$ cat src/hw/rtl/jes_pkg.sv
// ----------------------------------------------------------------------------
// jes_pkg
// Types and constants shared by the Jordan exchange step block.
// ----------------------------------------------------------------------------
package jes_pkg;

    typedef enum logic [1:0] {
        CMD_WRITE    = 2'd0,
        CMD_READ     = 2'd1,
        CMD_EXCHANGE = 2'd2,
        CMD_NOP      = 2'd3
    } cmd_t;

    typedef enum logic [1:0] {
        ST_OK    = 2'd0,
        ST_ZERO  = 2'd1,
        ST_RANGE = 2'd2,
        ST_SAT   = 2'd3
    } status_t;

    localparam logic [0:0] REG_ROWS = 1'b0;
    localparam logic [0:0] REG_COLS = 1'b1;
    localparam logic [3:0] ROWS_RESET = 4'd3;
    localparam logic [3:0] COLS_RESET = 4'd4;

    typedef struct packed {
        logic [1:0]         cmd;
        logic [2:0]         row;
        logic [2:0]         col;
        logic signed [31:0] value;
    } in_item_t;

    typedef struct packed {
        logic signed [31:0] read_value;
        logic [1:0]         status;
    } out_item_t;

    typedef enum logic [4:0] {
        S_IDLE,
        S_CLR,
        S_PIV_RD,
        S_PIV_WT,
        S_DIV,
        S_DIV_WT,
        S_SCAN,
        S_RD_A,
        S_RD_AIS,
        S_RD_ARJ,
        S_RD_WT,
        S_MUL1,
        S_MUL2,
        S_MUL3,
        S_MUL4,
        S_MUL5,
        S_PACK,
        S_WR,
        S_COPY_RD,
        S_COPY_WT,
        S_COPY_WR,
        S_SIMPLE_WT,
        S_OUT
    } state_t;

    // Request to the shared multiply unit: unsigned 32x32 product
    typedef struct packed {
        logic        start;
        logic [31:0] a;
        logic [31:0] b;
    } mul_req_t;

    // Saturating pack of a sign and a magnitude into Q16.16
    function automatic logic [32:0] pack_sat(input logic neg, input logic [63:0] mag);
        logic [31:0] v;
        logic        s;
        begin
            s = 1'b0;
            if (neg)
            begin
                if (mag > 64'h8000_0000)
                begin
                    v = 32'h8000_0000;
                    s = 1'b1;
                end
                else
                begin
                    v = 32'd0 - mag[31:0];
                end
            end
            else
            begin
                if (mag > 64'h7FFF_FFFF)
                begin
                    v = 32'h7FFF_FFFF;
                    s = 1'b1;
                end
                else
                begin
                    v = mag[31:0];
                end
            end
            pack_sat = {s, v};
        end
    endfunction

endpackage

$ cat src/hw/rtl/jes_mult.sv
// ----------------------------------------------------------------------------
// jes_mult
// Shared unsigned 32x32 multiplier with a registered 64 bit product.
// ----------------------------------------------------------------------------
module jes_mult (
    input  logic            clk,
    input  jes_pkg::mul_req_t req,
    output logic [63:0]     product
);
    import jes_pkg::*;

    logic [63:0] prod_reg;

    always_ff @(posedge clk)
    begin
        if (req.start)
        begin
            prod_reg <= 64'(req.a) * 64'(req.b);
        end
    end

    assign product = prod_reg;
endmodule

$ cat config.mk
export PLATFORM = sky130hd
export DESIGN_NAME = jes_mult
export DESIGN_NICKNAME = d
export VERILOG_FILES = /design/src/hw/rtl/jes_pkg.sv /design/src/hw/rtl/jes_mult.sv
export SDC_FILE = /design/constraint.sdc
export NUM_CORES = 2
export LEC_CHECK = 0
export ABC_AREA = 1
export BUFFER_PORTS_ARGS = -buffer_cell sky130_fd_sc_hd__clkbuf_2
export CAP_MARGIN = 20
export CORE_ASPECT_RATIO = 0.9
export CORE_MARGIN = 4
export CORE_UTILIZATION = 35
export CTS_CLUSTER_DIAMETER = 40
export DETAILED_ROUTE_END_ITERATION = 6
export SYNTH_ARGS = -nofsm -noshare
export SYNTH_HDL_FRONTEND = slang
export SYNTH_SLANG_ARGS = --single-unit
$ cat constraint.sdc
create_clock -name clk -period 9.2 [get_ports clk]
set_clock_uncertainty 0.1 [all_clocks]
set_input_delay 1.84 -clock clk [delete_from_list [all_inputs] [get_ports clk]]
set_output_delay 1.84 -clock clk [all_outputs]
set_load 0.05 [all_outputs]
==> metrics.md <==
| Metric | Value |
|---|---|
| CTS tree | `done` |
| Slew headroom | `32.22%` |
| Initial core utilization | `35.32%` |
| Commonest non-fill, non-tap cells in the layout | `inv_1, nand2_1, fa_1` |
| GRT Total Usage | `19.79%` |
| Row cnt | `~110` |
| Die width | `355.5 µm` |
| Total vias in the final route | `29504` |
| Setup crit start kind | `input port` |
| Mapped cell area | `between 30000 and 40000 µm²` |
| Net count, final | `6298` |
| Initial antenna violation count | `6` |
| Root buffer cell | `clkbuf_16` |
| Clock tree buffer depth | `2` |
| Drt first pass iters | `7` |
| CTS Buf Count | `9` |
| Met3 WL | `6244 µm` |
| Worst-margin pin slew | `1.017 ns` |
| Post-synthesis sequential area ratio | `5.052%` |
| DP Area | `40600 µm²` |
| Vias per cell | `4.516` |
| Max frequency | `117.7 MHz` |
| Minimum clock period | `8.493 ns` |
| Layout cell share with drive strength beyond 1 | `around 6.1%` |
| Initial DRC count | `roughly 2000` |
| Final wirelength | `109000 µm` |
| DP HPWL | `96230 µm` |
| Htree depth | `3` |
| Routed WL per cell | `16.69 µm` |
| Met1 Wirelength | `47690 µm` |
| Setup violators final | `0` |
| Die area | `114000 µm²` |
| Status | `completed` |
| P&R area growth vs syn | `7.466%` |
| Clock transition at path regs | `0.07 ns` |
| Placement Setup Slack | `0.3519 ns` |
| Core ar. | `approximately 110000 µm²` |
| First-pass GRT wire length | `176500 µm` |
| CP Data Arrival Time | `8.51 ns` |
| Hold Path Class | `in2reg` |
| Register area | `1922 µm²` |
| Main combinational cell family by area after synthesis | `adder cells` |
| Setup TNS | `0 ns` |
| Total of max-cap violations | `0` |
| Largest net degree at the start of global routing | `65` |
| Multiplexer share of the synthesized area | `0%` |
| Adder-cell share of the synthesized area | `55.80%` |
| Post-CTS sizing | `0` |
| XOR/XNOR share of the synthesized area | `less than 1%` |
| Grt ovf | `0` |
| Mapped Cells | `5023` |
| Residual DRC count | `0` |
| Die height | `roughly 320 µm` |
| Mean Syn Cell Area | `7.573 µm²` |
| Tcrit/Tclk final | `92.31%` |
| Max FO, Critical Path | `26` |
| Footprint of the multi-input gates | `28890 µm²` |
| Critical Path RT | `9.22 ns` |
| Routed wl met2 | `52430 µm` |
| RSZ-0062 raised after global routing | `no` |
| Placer Congestion | `0.9180` |
| Post-synthesis simple-gate area fraction | `18.49%` |
| Critical path class | `in2reg` |
| Post-CTS Hold Buffers | `0` |
| CP endpoint kind | `register` |
| Most common cell after layout, fill and taps aside | `inv_1` |
| IO Count | `130` |
| PortBufs | `129` |
| Largest register FFs | `64` |
| Top sig layer | `met5` |
| Count of final max-slew check failures | `0` |
| Design area | `40880 µm²` |
| DRT antenna net count | `0` |
| Synthesized flop and latch total | `64` |
| Yosys warns | `0` |
| Synth Area in Compound Gates | `0.8387%` |
| PnR worst setup slack | `0.7071 ns` |
| Syn_nets | `about 6200` |
| Postcts setup bufs | `0` |
| Synth unique cells | `23` |
| Clk sink count | `64` |
| Number of global-route vias before repair | `31601` |
| Fin. Hold Viols | `0` |
| Fillers | `11312` |
[per-layer routing]
layer,GRT usage (%),up-vias
li1,-,13786
met1,27.38,14736
met2,33.21,824
met3,2.411,154
met4,4.783,4
met5,0,-
[path summary, 6_finish.rpt]
kind,start,endpoint,cells after the start
max,req[44],product[54],25
min,req[32],product[0],4
[area by class of cell]
class                      instances  area share [%]
clock inverter                     7          0.1163
tap                             1450           4.438
multi-input combinational       3032           70.66
sequential                        64           4.701
antenna                            5         0.03061
inverter                        1735           15.93
clock buffer                       9          0.5509
timing repair buffer             231           3.575
[per-stage QoR]
stage	hold WS [ns]	cells	util, %
floorplan	1.853	5023	-
global placement	2.306	6512	37.70
detailed placement	2.308	6512	37.70
CTS	2.100	6528	37.95
global route	2.131	6532	37.96
finish	2.112	6533	37.96
[logic make-up (layout without fill, tap and decap cells)]
family                   count (synthesis)  count (layout)
AND/OR/NAND/NOR                       1781            1781
buffers and inverters                 1927            1982
XOR/XNOR                                35              35
flip-flops                              64              64
AO/OA/AOI/OAI                           57              57
adder cells (fa/ha/maj)               1159            1159
other                                    0               5
[critical path, cell delays in order]
cell and delay (ns):
clkbuf_2 0.59, nand2_1 0.10, inv_1 0.11, fa_1 0.44, fa_1 0.51, fa_1 0.53
inv_1 0.06, fa_1 0.48, inv_1 0.05, fa_1 0.50, inv_1 0.05, fa_1 0.53
inv_1 0.05, fa_1 0.51, fa_1 0.44, ha_1 0.38, nand2_1 0.13, nor2_1 0.22
nand2_1 0.14, inv_1 0.09, nand4_1 0.08, nand3_1 0.25, nand2_1 0.19, nand4_1 0.11
nand2_1 0.07
[cell usage after synthesis, drive strengths merged]
library cell | count | area, µm²
a21oi | 43 | 215.2
clkbuf | 192 | 720.7
edfxtp | 64 | 1922
fa | 896 | 17940
ha | 263 | 3291
inv | 1735 | 6512
nand2 | 1581 | 5972
nand3 | 65 | 370.4
nand4 | 16 | 100.1
nor2 | 101 | 459.2
nor3 | 18 | 131.4
o21ai | 2 | 10.01
o21bai | 12 | 93.84
xnor2 | 2 | 17.52
xor2 | 33 | 289.0
Power is not shown: default switching activity piles up to over one toggle a cycle in this logic, so the estimate is an artifact.
