<file path="config.mk">
export PLATFORM = sky130hd
export DESIGN_NAME = jes_divider
export DESIGN_NICKNAME = d
export VERILOG_FILES = /design/src/hw/rtl/jes_divider.sv
export SDC_FILE = /design/constraint.sdc
export NUM_CORES = 1
export LEC_CHECK = 0
export BUFFER_PORTS_ARGS = -buffer_cell sky130_fd_sc_hd__buf_2
export CAP_MARGIN = 5
export CELL_PAD_IN_SITES_DETAIL_PLACEMENT = 1
export CELL_PAD_IN_SITES_GLOBAL_PLACEMENT = 2
export CORE_AREA = 2 2 205 106
export CTS_CLUSTER_DIAMETER = 120
export DETAILED_ROUTE_END_ITERATION = 10
export DIE_AREA = 0 0 207 108
export MAX_ROUTING_LAYER = met4
export PLACE_DENSITY_LB_ADDON = 0.1
export SYNTH_ARGS = -nofsm -noshare
export SYNTH_HDL_FRONTEND = slang
export SYNTH_SLANG_ARGS = --single-unit
</file>
<file path="constraint.sdc">
create_clock -name clk -period 3.8 [get_ports clk]
set_clock_uncertainty 0.2 [all_clocks]
set_input_delay 0.19 -clock clk [delete_from_list [all_inputs] [get_ports clk]]
set_output_delay 0.19 -clock clk [all_outputs]
set_load 0.02 [all_outputs]
</file>
<file path="src/hw/rtl/jes_divider.sv">
// ----------------------------------------------------------------------------
// jes_divider
// Restoring divider, one quotient bit per cycle: (2^32 + m/2) / m, m 32 bit.
// ----------------------------------------------------------------------------
module jes_divider (
    input  logic        clk,
    input  logic        rst_n,
    input  logic        start,
    input  logic [31:0] divisor,
    output logic        done,
    output logic [33:0] quotient
);
    localparam int NUM_W = 34;

    logic [NUM_W-1:0] num_reg, num_next;
    logic [31:0]      rem_reg, rem_next;
    logic [31:0]      den_reg, den_next;
    logic [5:0]       cnt_reg, cnt_next;
    logic             busy_reg, busy_next;
    logic             done_reg, done_next;
    logic [32:0]      trial;

    always_comb
    begin
        num_next  = num_reg;
        rem_next  = rem_reg;
        den_next  = den_reg;
        cnt_next  = cnt_reg;
        busy_next = busy_reg;
        done_next = 1'b0;
        trial     = {rem_reg, num_reg[NUM_W-1]};
        if (start)
        begin
            num_next  = 34'h1_0000_0000 + {3'd0, divisor[31:1]};
            rem_next  = '0;
            den_next  = divisor;
            cnt_next  = 6'(NUM_W);
            busy_next = 1'b1;
        end
        else if (busy_reg)
        begin
            // shift in one numerator bit, subtract if it fits
            if (trial >= {1'b0, den_reg})
            begin
                rem_next = 32'(trial - {1'b0, den_reg});
                num_next = {num_reg[NUM_W-2:0], 1'b1};
            end
            else
            begin
                rem_next = trial[31:0];
                num_next = {num_reg[NUM_W-2:0], 1'b0};
            end
            cnt_next = cnt_reg - 6'd1;
            if (cnt_reg == 6'd1)
            begin
                busy_next = 1'b0;
                done_next = 1'b1;
            end
        end
    end

    always_ff @(posedge clk or negedge rst_n)
    begin
        if (!rst_n)
        begin
            busy_reg <= 1'b0;
            done_reg <= 1'b0;
            cnt_reg  <= '0;
        end
        else
        begin
            busy_reg <= busy_next;
            done_reg <= done_next;
            cnt_reg  <= cnt_next;
        end
    end

    always_ff @(posedge clk)
    begin
        num_reg <= num_next;
        rem_reg <= rem_next;
        den_reg <= den_next;
    end

    assign done     = done_reg;
    assign quotient = num_reg;
endmodule

</file>
==> run summary <==
The post-layout minimum cycle time is 3610 ps, and the number of clock buffers inserted by TritonCTS is 9. Hold is met by 78.8 ps. The combinational power share was 0.196; the largest buffer count on any clock path was 2. Setup violations remaining at the end of the flow were counted as 0. The pin slew with the least headroom to its limit is 580 ps.

The most used flip-flop cell after synthesis was sky130_fd_sc_hd__edfxtp_1. The logs give 37 for the total number of placement rows and 3850 ps for the data required time of the critical path. The total area inside the core boundary comes to 20400 um^2.

The count of pins over their slew limit was 0; the sequential-to-total area share from yosys stat was 0.464. The synthesized netlist occupies a cell area of 6080 um^2. After detailed routing, the total wire length is 16700 um. The flow ran to the end, and the final reports show no timing, DRC or antenna violations. The analysis attributes to net switching a power of 0.843 mW. Along the worst path, the maximum fanout reaches 6. The register with the most flip-flops in the layout has 34 of them. The run gives 0 as the number of antenna violations at the first check in global routing. For the post-synthesis net count, the log shows 663. The layout has 2315 filler cells. The number of nets in the finished design came out at 776.

From left edge to right edge, the die measures 207 um. The largest net degree at the start of global routing was 61; the via count of the first global-routing pass was 4888. The die boundary height works out to 108 um. The logs give 3 for the H-tree depth and 0.163 for the global-route usage over all layers. 70 I/O pins were placed.

The worst setup path is launched from a register. The power share of the sequential group was 0.467. The routed layout has 4708 vias.

The tightest min-delay check is of the primary input to register type. The slowest stage of the critical path is the sky130_fd_sc_hd__or4_1 cell. For this run, design rule violations remaining after detail routing come to 0. The power share of the clock group came out at 0.337. By instance count, the leading cell after synthesis is sky130_fd_sc_hd__edfxtp_1. The Yosys step of the flow raised 0 warnings.

After routing the design area is 7530 um^2. The relative slew slack is 0.613. The first global-routing pass estimated 27500 um of wire. The instance area at placement came out at 6860 um^2. The run gives 157 as the initial detailed-routing violation count. Along the worst hold path, the cell count comes to 2.

After clock tree synthesis, the clock-pin slew on the worst setup and hold paths is 70 ps. After detailed routing, the average wire length per cell comes to 16.9 um. For the total internal power, the log shows 2.10 mW.

Share of synthesized flip-flops with an asynchronous set or reset: 0.0755. The run gives 0.298 as the initial standard-cell utilization of the core. The critical path goes through inv_1, ha_1, nand4_1, or4_1, nor4_2, buf_4, a2bb2oi_1, o21bai_1, buf_4, mux2_1, mux2i_1, nor2_1. The buffer type at the clock tree root was sky130_fd_sc_hd__clkbuf_16. The tools report the number of instances in the synthesized netlist as 593.

The half-perimeter wire length after placement is 12100 um. The data arrival time of the critical path was 3660 ps; the die outline area was 22400 um^2. In this run the mean area of a mapped cell was 10.3 um^2. By area the synthesized netlist is led by sky130_fd_sc_hd__edfxtp_1 33%, sky130_fd_sc_hd__dfxtp_1 11%, sky130_fd_sc_hd__ha_1 7.0%, sky130_fd_sc_hd__mux2_2 5.9%, sky130_fd_sc_hd__nor2_1 3.8%. Ranked by instance count, the synthesized netlist is headed by 66 x sky130_fd_sc_hd__edfxtp_1, 61 x sky130_fd_sc_hd__nor2_1, 44 x sky130_fd_sc_hd__inv_1, 37 x sky130_fd_sc_hd__nand2_1. The count of input and output buffers came out at 69. In the routed layout, each cell is associated on average with a via count of 4.78. Max-cap violations in this run came to 0.

Summed over all cells, the static leakage comes to 3.19 nW. The tools report the total congestion overflow after global routing as 0. Largest area contributor in the synthesized netlist: sky130_fd_sc_hd__edfxtp_1. Setup repair after global routing could not meet its margin everywhere. The worst setup path is captured at a register.

The tools report the clock latency of the later-clocked register in the worst-skew pair as 370 ps. The synthesis-to-finish area growth is 23.8%. The share of the cycle needed by the critical path after routing was 0.950.

The fraction of final layout cells sized beyond drive strength 1 came out at 0.224. The run gives 0 as the number of diodes. TritonCTS built the clock tree.

Based on the critical path, the design can be clocked at up to 277 MHz. At the end of routability-driven placement, the weighted congestion stood at 0.772. The total negative slack came out at 0 ps.

For the worst flop-to-flop path, the logic depth is 12. Switching power share of the total: 0.286. The total count of hold-check failures in the final report is 0, and the number of sinks on the clock net is 106. The first detailed-routing pass took 4 iterations. The setup path with the least slack is of type register to register. Fraction of post-synthesis cell area in the top cell type by area: 0.326. Buffers added to address setup during post-CTS repair amount to 0.

By instance count, the cell type seen most on the critical path is sky130_fd_sc_hd__buf_4. Yosys mapped a number of flops with a built-in enable equal to 66. The number of distinct library cells after synthesis is 63, and the maximum vdd drop is 0.190 mV. The power density over the cells works out to 391 nW/um^2.

On the worst path, the slowest cell contributes a delay of 590 ps. The number of register bits inferred by synthesis was 106. Remaining number of nets flagged by the antenna check after routing: 0. The slack of the worst reg-to-reg path came out at 190 ps.
## power groups by stage
stage          Clock (mW)  Sequential (mW)  Combinational, mW
5_1_grt              1.08             1.39              0.642
2_1_floorplan           0             1.44              0.325
3_3_place_gp            0             1.40              0.550
6_report            0.993             1.38              0.576
3_5_place_dp            0             1.40              0.551
4_1_cts              1.04             1.38              0.582
## placed cells by master, fill, tap and decap left out, drive strengths merged, types with 4 or more instances in the layout
master,instances
buf,95
edfxtp,66
nor2,61
inv,45
a21oi,38
nand2,37
ha,34
dlygate4sd3,34
mux2,34
dfxtp,32
a211oi,29
o21ai,27
xnor2,22
nor3,18
mux2i,13
a21o,11
clkbuf,11
nand4,10
nand3,8
xor2,8
dfrtp,8
nor2b,7
o21bai,7
o21a,4
nor4,4
## per-layer routing
metal	wire length, um	up-vias	GRT usage
li1	-	2381	-
met1	9300	2263	0.238
met2	6660	53	0.227
met3	562	11	0.0375
met4	150	0	0.0352
met5	0	-	-
## cells by family after synthesis
logic type,share of synthesized area
AOI/OAI and AO/OA,0.158
xor gates and xnor gates,0.0432
adders and majority gates,0.0733
buffers and inverters,0.0506
DFF,0.464
muxes,0.0844
and+or+nand+nor,0.126
## critical path, delay by kind of cell (launching register included)
family / cells / cell delay (ps)
and+or+nand+nor: 4 / 1120
adders and majority gates: 1 / 410
muxes: 2 / 490
AOI/OAI and AO/OA: 2 / 480
DFF: 1 / 340
buffers and inverters: 3 / 460
## worst paths after layout
check,end,startpoint
max,rem_reg[10]$_SDFFE_PP0P_,den_reg[16]$_DFFE_PP_
min,cnt_reg[3]$_DFFE_PN0P_,start
max reg2reg,rem_reg[10]$_SDFFE_PP0P_,den_reg[16]$_DFFE_PP_
min reg2reg,rem_reg[31]$_SDFFE_PP0P_,rem_reg[31]$_SDFFE_PP0P_
max in group asynchronous,cnt_reg[1]$_DFFE_PN0P_,rst_n
min in group asynchronous,done$_DFF_PN0_,rst_n
## per-stage QoR
step                 util  power [mW]  std cells  setup slack, ps
floorplan               -        1.77        593              594
global placement    0.337        1.95        934              153
detailed placement  0.337        1.95        934             45.3
CTS                 0.369        3.00        984             18.6
global route        0.369        3.12        984            -36.0
finish              0.369        2.94        984              190
## what timing repair did
action                                 CTS  global route
gates resized for setup                  0             2
setup endpoints to repair                0            10
endpoints found under the hold margin   71             0
hold buffers                            34             0
## layout make-up
cell class	count	area (um^2)	area share
Timing Repair Buffer	129	921	0.122
Clock inverter	5	38.8	0.00515
Clock buffer	11	275	0.0366
Multi-Input combinational cell	416	2960	0.394
Sequential cell	106	2820	0.375
Tap cell	273	342	0.0454
Inverter	44	165	0.0219
Note: power is estimated with default switching activity, not from simulation.
